**config.mk**
```make
export PLATFORM = sky130hd
export DESIGN_NAME = clock_page_replacement
export DESIGN_NICKNAME = d
export VERILOG_FILES = /design/src/rtl/cpr_pkg.sv /design/src/rtl/cpr_ctrl.sv /design/src/rtl/cpr_dpath.sv /design/src/rtl/clock_page_replacement.sv
export SDC_FILE = /design/constraint.sdc
export NUM_CORES = 1
export LEC_CHECK = 0
export BUFFER_PORTS_ARGS = -buffer_cell sky130_fd_sc_hd__buf_2
export CORE_ASPECT_RATIO = 0.5
export CORE_MARGIN = 2
export CORE_UTILIZATION = 50
export DETAILED_ROUTE_END_ITERATION = 10
export PLACE_DENSITY = 0.66
export SYNTH_ARGS = -nofsm -noshare
export SYNTH_HDL_FRONTEND = slang
export SYNTH_SLANG_ARGS = --single-unit
```
**constraint.sdc**
```tcl
create_clock -name clk_i -period 2.7 [get_ports clk_i]
set_input_delay 0 -clock clk_i [delete_from_list [all_inputs] [get_ports clk_i]]
set_output_delay 0 -clock clk_i [all_outputs]
set_load 0.005 [all_outputs]
```
**src/rtl/cpr_pkg.sv**
```systemverilog
// ----------------------------------------------------------------------------
// cpr_pkg
// shared widths and controller/datapath command and status types
// ----------------------------------------------------------------------------
package cpr_pkg;

  localparam int unsigned ADDR_W = 32;
  localparam int unsigned PAGE_W = 20;
  localparam int unsigned SLOT_W = 2;

  typedef struct packed {
    logic load;
    logic lookup;
    logic sweep;
    logic dump;
  } cpr_cmd_t;

  typedef struct packed {
    logic hit;
    logic placed;
    logic dump_last;
  } cpr_stat_t;

endpackage

```
**src/rtl/cpr_ctrl.sv**
```systemverilog
// ----------------------------------------------------------------------------
// cpr_ctrl
// sequencer: lookup, replacement sweep on a miss, then frame report
// ----------------------------------------------------------------------------
module cpr_ctrl (
  input  logic              clk_i,
  input  logic              rst_ni,
  input  logic              start,
  output logic              busy,
  input  cpr_pkg::cpr_stat_t stat_i,
  output cpr_pkg::cpr_cmd_t  cmd_o
);
  import cpr_pkg::*;

  typedef enum logic [1:0] {
    ST_IDLE,
    ST_LOOKUP,
    ST_SWEEP,
    ST_DUMP
  } state_e;

  state_e state_q, state_d;
  logic   busy_q;

  always_comb begin
    state_d = state_q;
    unique case (state_q)
      ST_IDLE:   if (start) state_d = ST_LOOKUP;
      ST_LOOKUP: state_d = stat_i.hit ? ST_DUMP : ST_SWEEP;
      ST_SWEEP:  if (stat_i.placed) state_d = ST_DUMP;
      ST_DUMP:   if (stat_i.dump_last) state_d = ST_IDLE;
      default:   state_d = ST_IDLE;
    endcase
  end

  always_ff @(posedge clk_i or negedge rst_ni) begin
    if (!rst_ni) begin
      state_q <= ST_IDLE;
      busy_q  <= 1'b0;
    end else begin
      state_q <= state_d;
      busy_q  <= (state_d != ST_IDLE);
    end
  end

  assign busy          = busy_q;
  assign cmd_o.load    = (state_q == ST_IDLE) && start;
  assign cmd_o.lookup  = (state_q == ST_LOOKUP);
  assign cmd_o.sweep   = (state_q == ST_SWEEP);
  assign cmd_o.dump    = (state_q == ST_DUMP);

endmodule

```
**src/rtl/cpr_dpath.sv**
```systemverilog
// ----------------------------------------------------------------------------
// cpr_dpath
// frame table, use and valid bits, clock hand and report registers
// ----------------------------------------------------------------------------
module cpr_dpath #(
  parameter int unsigned NUM_FRAMES = 4,
  parameter int unsigned PAGE_SHIFT = 12
) (
  input  logic                          clk_i,
  input  logic                          rst_ni,
  input  cpr_pkg::cpr_cmd_t             cmd_i,
  output cpr_pkg::cpr_stat_t            stat_o,
  input  logic [cpr_pkg::ADDR_W-1:0]    access_address_i,
  output logic                          result_valid_o,
  output logic [cpr_pkg::PAGE_W-1:0]    frame_page_o,
  output logic [cpr_pkg::SLOT_W-1:0]    frame_slot_o,
  output logic                          was_hit_o,
  output logic                          last_of_run_o
);
  import cpr_pkg::*;

  localparam int unsigned IdxW = (NUM_FRAMES > 1) ? $clog2(NUM_FRAMES) : 1;

  logic [PAGE_W-1:0]     pages_q [NUM_FRAMES];
  logic [NUM_FRAMES-1:0] valid_q, use_q;
  logic [IdxW-1:0]       hand_q, didx_q;
  logic [PAGE_W-1:0]     page_q;
  logic                  hit_q;
  logic                  strobe_q, last_q, whit_q;
  logic [PAGE_W-1:0]     opage_q;
  logic [SLOT_W-1:0]     oslot_q;

  logic [NUM_FRAMES-1:0] match, above;
  logic [ADDR_W-1:0]     shifted;
  logic                  victim;
  logic [IdxW-1:0]       hand_nx;

  assign shifted = access_address_i >> PAGE_SHIFT;

  always_comb begin
    for (int i = 0; i < NUM_FRAMES; i++) begin
      match[i] = valid_q[i] && (pages_q[i] == page_q);
      above[i] = (IdxW'(i) > didx_q);
    end
  end

  assign victim  = !valid_q[hand_q] || !use_q[hand_q];
  assign hand_nx = (hand_q == IdxW'(NUM_FRAMES - 1)) ? '0 : hand_q + 1'b1;

  assign stat_o.hit       = |match;
  assign stat_o.placed    = victim;
  assign stat_o.dump_last = ~|(valid_q & above);

  always_ff @(posedge clk_i or negedge rst_ni) begin
    if (!rst_ni) begin
      valid_q  <= '0;
      use_q    <= '0;
      hand_q   <= '0;
      strobe_q <= 1'b0;
    end else begin
      strobe_q <= cmd_i.dump && valid_q[didx_q];
      if (cmd_i.lookup) begin
        use_q <= use_q | match;
      end
      if (cmd_i.sweep) begin
        hand_q <= hand_nx;
        if (victim) begin
          valid_q[hand_q] <= 1'b1;
          use_q[hand_q]   <= 1'b1;
        end else begin
          use_q[hand_q]   <= 1'b0;
        end
      end
    end
  end

  always_ff @(posedge clk_i) begin
    if (cmd_i.load) begin
      page_q <= shifted[PAGE_W-1:0];
      didx_q <= '0;
    end
    if (cmd_i.lookup) begin
      hit_q <= |match;
    end
    if (cmd_i.sweep && victim) begin
      pages_q[hand_q] <= page_q;
    end
    if (cmd_i.dump) begin
      didx_q  <= didx_q + 1'b1;
      opage_q <= pages_q[didx_q];
      oslot_q <= SLOT_W'(didx_q);
      whit_q  <= hit_q;
      last_q  <= stat_o.dump_last;
    end
  end

  assign result_valid_o = strobe_q;
  assign frame_page_o   = opage_q;
  assign frame_slot_o   = oslot_q;
  assign was_hit_o      = whit_q;
  assign last_of_run_o  = last_q;

endmodule

```
**src/rtl/clock_page_replacement.sv**
```systemverilog
// ----------------------------------------------------------------------------
// clock_page_replacement
// second-chance page replacement over a small set of frames
//
//   channel   handshake                 payload
//   access    start / busy              access_address_i
//   report    result_valid_o (strobe)   frame_page_o, frame_slot_o,
//                                       was_hit_o, last_of_run_o
//
// a lookup, then on a miss a sweep of one frame per cycle through the hand
// until it places the page in a free or unreferenced frame, then a report
// step for each frame up to the highest occupied one, with a strobe for each
// occupied frame; the sweep runs on while the hand meets set use bits
// reset clears valid and use bits and the hand; frame pages are not reset
// results are registered strobes; the receiver cannot stall them
// ----------------------------------------------------------------------------
module clock_page_replacement #(
  parameter int unsigned NUM_FRAMES = 4,
  parameter int unsigned PAGE_SHIFT = 12
) (
  input  logic                       clk_i,
  input  logic                       rst_ni,
  input  logic                       start,
  output logic                       busy,
  input  logic [cpr_pkg::ADDR_W-1:0] access_address_i,
  output logic                       result_valid_o,
  output logic [cpr_pkg::PAGE_W-1:0] frame_page_o,
  output logic [cpr_pkg::SLOT_W-1:0] frame_slot_o,
  output logic                       was_hit_o,
  output logic                       last_of_run_o
);
  import cpr_pkg::*;

  cpr_cmd_t  cmd;
  cpr_stat_t stat;

  cpr_ctrl u_ctrl (
    .clk_i  (clk_i),
    .rst_ni (rst_ni),
    .start  (start),
    .busy   (busy),
    .stat_i (stat),
    .cmd_o  (cmd)
  );

  cpr_dpath #(
    .NUM_FRAMES (NUM_FRAMES),
    .PAGE_SHIFT (PAGE_SHIFT)
  ) u_dpath (
    .clk_i            (clk_i),
    .rst_ni           (rst_ni),
    .cmd_i            (cmd),
    .stat_o           (stat),
    .access_address_i (access_address_i),
    .result_valid_o   (result_valid_o),
    .frame_page_o     (frame_page_o),
    .frame_slot_o     (frame_slot_o),
    .was_hit_o        (was_hit_o),
    .last_of_run_o    (last_of_run_o)
  );

endmodule

```
## Word level (Yosys, flattened, before mapping)

Memory sizes are Yosys's and may differ from the RTL's. A register that Yosys moved wholly into a read port is not among the register bits.
Index checks and enable logic that the tools add are counted.

- Logic and storage cells: 75
- Output and inout port bits: 26
- Input bits: 35
- Memory bits (writable): 80
- Memories kept: 1
- Bits in registers: 41

- Order comparisons: 7
- Bitwise gates (word level): 6
- Muxes and demuxes: 21
- Reduce and logical (&&, ||, !) cells: 18
- Add/subtract/negate cells: 2
- Equality and inequality tests: 8

Memory list:

| name | words | bits a word | read ports | clocked after memory_dff | wr ports | line | source |
|---|---|---|---|---|---|---|---|
| u_dpath.pages_q | 4 | 20 | 5 | 1 | 1 | cpr_dpath.sv:24 | `logic [PAGE_W-1:0] pages_q [NUM_FRAMES];` |

Operators with widths:

| cell | number |
|---|---|
| 20-bit equality test | 4 |
| 2-bit 2-to-1 mux | 6 |
| 4-bit 2-to-1 mux | 3 |
| 4-bit bitwise OR | 3 |
| 4-bit AND | 2 |
| 1-bit logical AND | 8 |
| 2-bit one-hot mux with 4 select lines | 1 |
| 4-bit OR reduction | 2 |
| 1-bit 2-to-1 mux | 7 |
| 1-bit binary-select mux with 2-bit select | 3 |
| 2-bit equality test, second input constant | 3 |
| 2-bit by 3-bit less-than comparator with 1-bit output, second input constant | 2 |
| 2-bit by 1-bit adder with 2-bit output, second input constant | 2 |
| 1-bit by 2-bit greater-than comparator with 1-bit output, first input constant | 2 |
| 2-bit greater-than comparator, first input constant | 2 |
| 4-bit NOT | 1 |
| 2-bit nonzero test | 2 |
| 1-bit logical NOT | 3 |
| 1-bit demux with 2-bit select | 1 |
| 2-bit by 1-bit equality test with 1-bit output, second input constant | 1 |
| 2-bit by 1-bit >= comparator with 1-bit output, second input constant | 1 |
| 2-bit logical NOT | 1 |
| 2-bit AND reduction | 1 |
| 1-bit logical OR | 1 |

## Logic depth before layout (Yosys ltp)

Gate-level depths: netlist (run 1).

- Word-level depth: 8
- Mapped depth: 10
- Mapped depth without buffers: 8

## Hierarchy

From an unflattened synthesis (run 1), not the netlist that was laid out.

- Cells, all modules: 349
- Area, all modules: 6070.8 um^2

By module, submodules not included:

| module | sequential area each (um^2) | cells an instance | instances | area an instance (um^2) |
|---|---|---|---|---|
| cpr_dpath | 4088.9 | 336 | 1 | 5909.4 |
| cpr_ctrl | 75.1 | 13 | 1 | 161.4 |

## Worst setup path after synthesis (run 1)

No wires, ideal clock.

- Kind: flip-flop to flip-flop
- From: reg u_dpath.didx_q[0]
- To: reg u_ctrl.state_q[0]
- Slack: 579 ps
- Arrival: 2003 ps
- Required time: 2582 ps
- Cell stages (with the launch flop): 10
- Buffers on the path: 2
- Path through: edfxtp_1 > clkbuf_1 > buf_2 > inv_1 > ha_1 > a221oi_1 > nor2b_1 > o21ai_0 > nand2_1 > a21o_1

- Word-level cells in the longest chain between the ends: 5
- Elaborated cells between the ends (all ways): 8
- Those cells by class: 4 x order compare; 2 x mux; 1 x bitwise; 1 x reduce/logical

RTL lines:

| element | line | source |
|---|---|---|
| from (decl) | cpr_dpath.sv:26 | `logic [IdxW-1:0] hand_q, didx_q;` |
| from (signal assigned) | cpr_dpath.sv:89 | `didx_q <= didx_q + 1'b1;` |
| 1-bit by 2-bit greater-than comparator with 1-bit output or 2-bit greater-than comparator (tied branches) | cpr_dpath.sv:43 | `above[i] = (IdxW'(i) > didx_q);` |
| 4-bit AND * | cpr_dpath.sv:52 | `assign stat_o.dump_last = ~\|(valid_q & above);` |
| 4-bit OR reduction * | cpr_dpath.sv:52 |  |
| 2-bit 2-to-1 mux * | cpr_ctrl.sv:31 | `ST_DUMP: if (stat_i.dump_last) state_d = ST_IDLE;` |
| 2-bit one-hot mux with 4 select lines * | cpr_ctrl.sv:27 | `unique case (state_q)` |
| net u_ctrl.state_d[0] | cpr_ctrl.sv:22 | `state_e state_q, state_d;` |
| to (signal assigned) | cpr_ctrl.sv:41 | `state_q <= state_d;` |
| to (decl) | cpr_ctrl.sv:22 |  |

Mark *: on every way through the listed nets, which the timed path passes. The rest lies on a longest branch.
A chain may end at the register's enable or synchronous reset.

## Worst setup path after layout (run 1)

- From: reg u_ctrl.state_q[1]
- To: mem u_dpath.pages_q[0][2] (enable)

- Word-level cells in the longest chain between the ends: 4

RTL lines:

| element | line | source |
|---|---|---|
| 2-bit equality test | cpr_ctrl.sv:49 | `assign cmd_o.sweep = (state_q == ST_SWEEP);` |
| 1-bit logical AND | cpr_dpath.sv:85 | `if (cmd_i.sweep && victim) begin` |
| 1-bit 2-to-1 mux | cpr_dpath.sv:85 |  |
| 1-bit 2-to-1 mux (implied by the code) | cpr_dpath.sv:86 | `pages_q[hand_q] <= page_q;` |
| to (decl) | cpr_dpath.sv:24 |  |

Every way passes these cells.

==> out/results.ini, run 1 <==
[global_route]
gr-total-overflow=0
antenna_found_initial=0
grt_pass1_wl_mm=18.64
grt_max_degree=28
grt_pass1_vias=3325
grtUsageTotal_pct=20.12

[critical_path]
cp-start-kind=flip-flop
path_cells=nor2b_1 -> a21boi_0 -> nand2_1 -> inv_1 -> buf_4
crit_path_top_delay_cell=dfrtp_1
path_max_fanout=20
worstPathRequired_ns=2.77
critPathBufInv=2
criticalPathCategory=reg -> reg
worstPathArrival_ns=2.46
end_kind=flip-flop
cp_top_family=flip-flops
max_stage_delay_ns=0.57

[sta]
setup_violations=0
finalMaxSlewViolations=0
max-slew-margin-rel_pct=58.13
hold_viol_final=0
layout_min_cycle_time_ns=2.390
fin_tns_setup_ns=0
rsz0062_at_grt=no
worstMarginPinSlew_ns=0.6223
fin_worst_skew_ns=0.006895
post-route-period-util_pct=88.52
fmax_mhz=418.4

[synth]
ys_ff_latch=141
postSynthCellCount=358
yosysUniqueCellTypes=34
synth_fp_nets=400
ys_warn_count=0
ys_seq_area_share_pct=68.66
syn_area_sq_mm=0.006065
avgSynthCellArea_sq_um=16.94

[routing]
num_vias=3295
drc_errors=0
drt_pass1_iterations=5
drtAntennaViolNets=0
wl_per_cell_microns=20.17
routed_wl_mm=12.44
avgViaCountPerCell=5.340
first_iter_violations=262

[cts]
cts_tree=yes
cts_inserted_buffers=17
clk_path_buf_depth=2
cts_resized=0
cts.sinks=141
worstSkewPairLatency_ns=0.41
cts_hold_buf=22
cts_htree_levels=4
root_buffer=clkbuf_16
post_cts_buffers=0
path_clk_slew_ns=0.06

[floorplan]
fp.dieH_microns=81.88
initial_core_util_pct=51.37
ioPinCount=61
die_area_sq_mm=0.01308
coreArea_sq_mm=0.01181
placementRows=28
die_w_microns=159.8

[hold_path]
hold_class=in -> async

[cells_and_area]
n_antenna_cell=0
syn_to_final_growth_pct=19.68
drive_above_1_share_pct=25.00
final_nets=482
final_util_pct=61.48

[power_and_ir_drop]
leakage_uw=0.002546
p_total_uw=7598
power-per-cell-area_mw_per_mm2=1047
vdd_drop_max_mv=0.5285

[place]
dp_hpwl_mm=8.122
port_buffers=48
routabilityCongestion=0.8243

[outcome]
status=finished, final reports clean

[run]
maxCapViolCount=0

-- cell usage in the layout, fill, tap and decap left out, drive strengths merged, types with 2 or more instances in the layout --
cell type    instances
nor2                 3
dlygate4sd3         22
xnor2               48
inv                 15
clkinv               6
o211ai               6
edfxtp             127
nand2b               4
nand3                6
ha                   7
nand4               12
dfrtp               14
clkbuf              22
xor2                32
bufinv               2
buf                 57
o21ai                6
nor2b                3
a21oi                6
nand2               11
mux4                21
nor4                12
-- per-layer routing --
metal  wire length, microns  vias to the layer above  track usage, %
li1                       -                     1508               -
met1                   5735                     1654           27.48
met2                   5828                      126           31.86
met3                    785                        7           5.202
met4                     95                        0           7.273
met5                      0                        -               0
-- metrics by stage --
stage | setup slack [ns] | cells | instance area, sq um | hold slack (ns)
4_1_cts | 0.3502 | 617 | 7258 | 0.02095
5_1_grt | 0.1176 | 617 | 7258 | 0.05635
3_5_place_dp | 0.3730 | 564 | 6497 | -0.08717
3_3_place_gp | 0.3834 | 564 | 6497 | -0.09245
6_report | 0.3100 | 617 | 7258 | 0.02514
2_1_floorplan | 0.5794 | 358 | 6065 | -0.2956
-- sequential cells by signal (all words and copies together), names as in the netlist, 2 cells and up --
| register | flops |
|---|---|
| u_dpath.page_q | 20 |
| u_dpath.valid_q | 4 |
| u_dpath.frame_page_o | 20 |
| u_dpath.frame_slot_o | 2 |
| u_dpath.use_q | 4 |
| u_dpath.hand_q | 2 |
| u_dpath.pages_q | 80 |
| u_ctrl.state_q | 2 |
| u_dpath.didx_q | 2 |
-- cell type report --
type                            instances  area, sq um
Inverter                               15        56.30
Multi-Input combinational cell        186         1763
Fill cell                             879         4548
Tap cell                              165        206.4
Sequential cell                       141         4164
Clock buffer                           22        444.2
Timing Repair Buffer                   79        528.0
Clock inverter                          9        96.34
-- path summary, 6_finish.rpt --
path | from | end | slack [ns] | depth (start not counted)
setup / recovery | u_ctrl.state_q[1] | u_dpath.pages_q[0][2] | 0.31 | 5
hold / removal | rst_ni | u_dpath.result_valid_o | 0.03 | 2
setup reg to reg | u_ctrl.state_q[1] | u_dpath.pages_q[0][2] | 0.31 | 5
hold reg to reg | u_dpath.hit_q | u_dpath.was_hit_o | 0.43 | 0
max in group asynchronous | rst_ni | u_dpath.valid_q[1] | 2.43 | 2
min in group clk_i | access_address_i[18] | u_dpath.page_q[6] | 0.29 | 2
-- cell families after synthesis --
| family | after synthesis | synth area share, % |
|---|---|---|
| adder cells (fa/ha/maj) | 7 | 1.444 |
| flip-flops | 141 | 68.66 |
| buffers and inverters | 31 | 2.269 |
| XOR/XNOR | 80 | 11.55 |
| AND/OR/NAND/NOR | 56 | 5.963 |
| AO/OA/AOI/OAI | 21 | 2.125 |
| multiplexers | 22 | 7.984 |
-- report_power, final --
part	switching [uW]	internal, uW	total (uW)
Sequential	361	3140	3500
Clock	828	1340	2170
Combinational	1050	873	1930
Total	2240	5360	7600
-- Yosys cell counts --
| master | instances | share of area (%) |
|---|---|---|
| clkbuf_1 | 3 | 0.19 |
| buf_6 | 1 | 0.19 |
| mux2_2 | 1 | 0.19 |
| dfrtp_1 | 14 | 5.8 |
| o21ai_0 | 6 | 0.50 |
| nand2_1 | 11 | 0.68 |
| inv_1 | 15 | 0.93 |
| a21o_1 | 1 | 0.12 |
| nor3b_1 | 1 | 0.12 |
| mux4_2 | 21 | 7.8 |
| buf_1 | 1 | 0.062 |
| nor2b_1 | 3 | 0.31 |
| and2_1 | 1 | 0.10 |
| or4_4 | 1 | 0.19 |
| a21boi_0 | 1 | 0.12 |
| nor2_1 | 3 | 0.19 |
| and3_1 | 1 | 0.10 |
| nand4_1 | 8 | 0.83 |
| nor4_2 | 3 | 0.62 |
| nand2b_1 | 4 | 0.41 |
| nand3_2 | 1 | 0.17 |
| nand4_2 | 4 | 0.83 |
| o211ai_1 | 6 | 0.74 |
| buf_2 | 7 | 0.58 |
| ha_1 | 7 | 1.4 |
| edfxtp_1 | 127 | 63 |
| a21oi_1 | 6 | 0.50 |
| xnor2_1 | 48 | 6.9 |
| nor3_1 | 1 | 0.082 |
| nor4_1 | 9 | 0.93 |
| nand3_1 | 5 | 0.41 |
| a221oi_1 | 1 | 0.14 |
| xor2_1 | 32 | 4.6 |
| clkbuf_2 | 4 | 0.33 |
(Power assumes the default switching activity.)
==> run 2: changes to the inputs <==
--- a/config.mk
+++ b/config.mk
@@ -8,2 +8,5 @@
 export BUFFER_PORTS_ARGS = -buffer_cell sky130_fd_sc_hd__buf_2
+export CAP_MARGIN = 10
+export CELL_PAD_IN_SITES_DETAIL_PLACEMENT = 1
+export CELL_PAD_IN_SITES_GLOBAL_PLACEMENT = 1
 export CORE_ASPECT_RATIO = 0.5
@@ -12,3 +15,3 @@
 export DETAILED_ROUTE_END_ITERATION = 10
-export PLACE_DENSITY = 0.66
+export PLACE_DENSITY = 0.76
 export SYNTH_ARGS = -nofsm -noshare
==> constraint.sdc (replaced) <==
create_clock -name clk_i -period 2.7 [get_ports clk_i]
set_input_delay 0.54 -clock clk_i [delete_from_list [all_inputs] [get_ports clk_i]]
set_output_delay 0.54 -clock clk_i [all_outputs]
set_load 0.005 [all_outputs]
==> out/results.ini, run 2 (same netlist as run 1, synthesis figures left out) <==
[cts]
cts_inserted_buffers=17  ; unchanged
cts_htree_levels=4  ; unchanged
path_clk_slew_ns=0.06  ; about the same
clk_path_buf_depth=2  ; unchanged
cts.sinks=141  ; unchanged
cts_resized=0  ; unchanged
worstSkewPairLatency_ns=0.43  ; was 0.41 ns
root_buffer=clkbuf_16  ; unchanged
cts_tree=yes  ; unchanged

[global_route]
grtUsageTotal_pct=23.23  ; was 20.12%
grt_pass1_wl_mm=21.42  ; was 18.64 mm
grt_max_degree=23  ; was 28
antenna_found_initial=0  ; unchanged
gr-total-overflow=0  ; unchanged
grt_pass1_vias=3486  ; was 3325
met3_usage_pct=6.768  ; was 5.202%
top_usage_layer=met2  ; unchanged
grt_use_met2_pct=38.01  ; was 31.86%
grtUsageMet1_pct=29.99  ; was 27.48%

[floorplan]
initial_core_util_pct=51.37  ; unchanged
die_area_sq_mm=0.01308  ; unchanged
coreArea_sq_mm=0.01181  ; unchanged
placementRows=28  ; unchanged
die_w_microns=159.8  ; unchanged
fp.dieH_microns=81.88  ; unchanged
ioPinCount=61  ; unchanged

[critical_path]
r2r_cells=5  ; unchanged
worstPathArrival_ns=2.47  ; was 2.46 ns
path_cells=nor2b_1 -> a21boi_0 -> nand2_1 -> inv_1 -> buf_4  ; unchanged
critPathBufInv=2  ; unchanged
max_stage_delay_ns=0.57  ; about the same
cp-start-kind=flip-flop  ; unchanged
worstPathRequired_ns=2.79  ; was 2.77 ns
r2r_start=u_ctrl.state_q[1]  ; unchanged
regToRegEndpoint=u_dpath.pages_q[2][17]  ; was u_dpath.pages_q[0][2]
crit_path_top_delay_cell=dfrtp_1  ; unchanged
path_max_fanout=20  ; unchanged
cp_top_family=flip-flops  ; unchanged
end_kind=flip-flop  ; unchanged
regToRegSetupSlack_ns=0.31  ; about the same
criticalPathCategory=reg -> reg  ; unchanged

[cells_and_area]
design_area_sq_mm=0.007101  ; was 0.007258 sq mm
layout_commonest_cell=edfxtp_1  ; unchanged
fillers=1100  ; was 879
drive_above_1_share_pct=27.78  ; was 25.00%
seqCellArea_sq_mm=0.004164  ; unchanged
n_antenna_cell=0  ; unchanged
multi_input_area_sq_mm=0.001763  ; unchanged
regMostFlops=u_dpath.pages_q  ; unchanged
syn_to_final_growth_pct=17.08  ; was 19.68%
largest_register_ff_count=80  ; unchanged
mostFrequentLayoutCells=edfxtp_1 (127), xnor2_1 (48), buf_2 (48)  ; unchanged
final_nets=462  ; was 482

[sta]
worstMarginPinSlew_ns=0.6149  ; was 0.6223 ns
setup_slack_ns=0.3118  ; was 0.3100 ns
fmax_mhz=418.7  ; was 418.4 MHz
whs_ns=0.2811  ; was 0.02514 ns
finalMaxSlewViolations=0  ; unchanged
fin_worst_skew_ns=0.009233  ; was 0.006895 ns
fin_tns_setup_ns=0  ; unchanged
post-route-period-util_pct=88.45  ; was 88.52%
hold_viol_final=0  ; unchanged
setup_violations=0  ; unchanged
max-slew-margin-rel_pct=58.63  ; was 58.13%
layout_min_cycle_time_ns=2.388  ; was 2.390 ns
rsz0062_at_grt=no  ; unchanged

[routing]
drtAntennaViolNets=0  ; unchanged
num_vias=3277  ; was 3295
routed_wl_mm=14.10  ; was 12.44 mm
drt_pass1_iterations=4  ; was 5
first_iter_violations=219  ; was 262
avgViaCountPerCell=5.489  ; was 5.340
wl_per_cell_microns=23.62  ; was 20.17 microns
drc_errors=0  ; unchanged

[place]
place_ws_ns=0.3257  ; was 0.3730 ns
dp_hpwl_mm=9.155  ; was 8.122 mm
routabilityCongestion=0.7778  ; was 0.8243
dpl_cell_area_sq_mm=0.006518  ; was 0.006497 sq mm
port_buffers=48  ; unchanged

[power_and_ir_drop]
leakage_uw=0.002468  ; was 0.002546 uW
power-per-cell-area_mw_per_mm2=1101  ; was 1047 mW/mm^2
vdd_drop_max_mv=0.4880  ; was 0.5285 mV

[run]
maxCapViolCount=0  ; unchanged

[hold_path]
worst_hold_path.endpoint=u_dpath.page_q[1]
hold_class=in -> reg  ; was in -> async
hold_path.startpoint=access_address_i[13]
hold_depth=1

[outcome]
status=finished, final reports clean  ; unchanged

-- run 2: cell types whose count changed in the layout (fill, tap and decap cells not counted) --
cell,before,now
clkinv_2,5,3
clkbuf_1,5,0
clkinvlp_4,1,5
dlygate4sd3_1,22,1
inv_6,0,1
clkinv_1,1,0
buf_12,0,1
clkinv_4,0,3
-- run 2: timing repair --
| item | 4_1_cts | 5_1_grt |
|---|---|---|
| setup buffers | 0 | 0 |
| hold endpoints to repair | 4 | 0 |
| hold buffers | 1 | 0 |
-- run 2: routing by layer --
layer	vias up	routed length, microns
met1	1707	6300
met4	0	218
li1	1465	-
met2	87	6800
met3	18	780
met5	-	0
-- run 2: worst max path at each step --
stage / startpoint / to / slack (ns) / depth (start not counted)
3_3_place_gp: u_ctrl.state_q[1] / u_dpath.pages_q[2][19] / 0.35 / 5
3_5_place_dp: u_ctrl.state_q[1] / u_dpath.pages_q[2][4] / 0.33 / 5
6_report: u_ctrl.state_q[1] / u_dpath.pages_q[2][17] / 0.31 / 5
5_1_grt: u_ctrl.state_q[1] / u_dpath.pages_q[2][17] / 0.15 / 5
2_1_floorplan: u_dpath.didx_q[0] / u_ctrl.state_q[0] / 0.58 / 9
4_1_cts: u_ctrl.state_q[1] / u_dpath.pages_q[2][17] / 0.29 / 5
-- run 2: worst register-to-register path, stage by stage, from the launching register on --
cell and delay [ns]:
dfrtp_1 0.57, nor2b_1 0.33, a21boi_0 0.51, nand2_1 0.20, inv_1 0.09, buf_4 0.34
-- run 2: power breakdown --
group / switching, uW / internal (uW)
clock: 945 / 1350
sequential: 372 / 3140
combinational: 1130 / 880
total: 2440 / 5370
-- run 2: final cells by class --
type	instances	area share [%]
Clock inverter	14	2.079
Sequential cell	141	58.64
Timing Repair Buffer	59	4.758
Tap cell	165	2.907
Clock buffer	17	5.991
Multi-Input combinational cell	186	24.83
Inverter	15	0.7930
-- run 2: metrics by stage --
step,cells,utilization (%),total power [uW]
finish,597,60.14,7815
global route,597,60.14,8180
CTS,597,60.14,7897
detailed placement,565,55.20,5558
global placement,565,55.20,5431
floorplan,358,-,4705
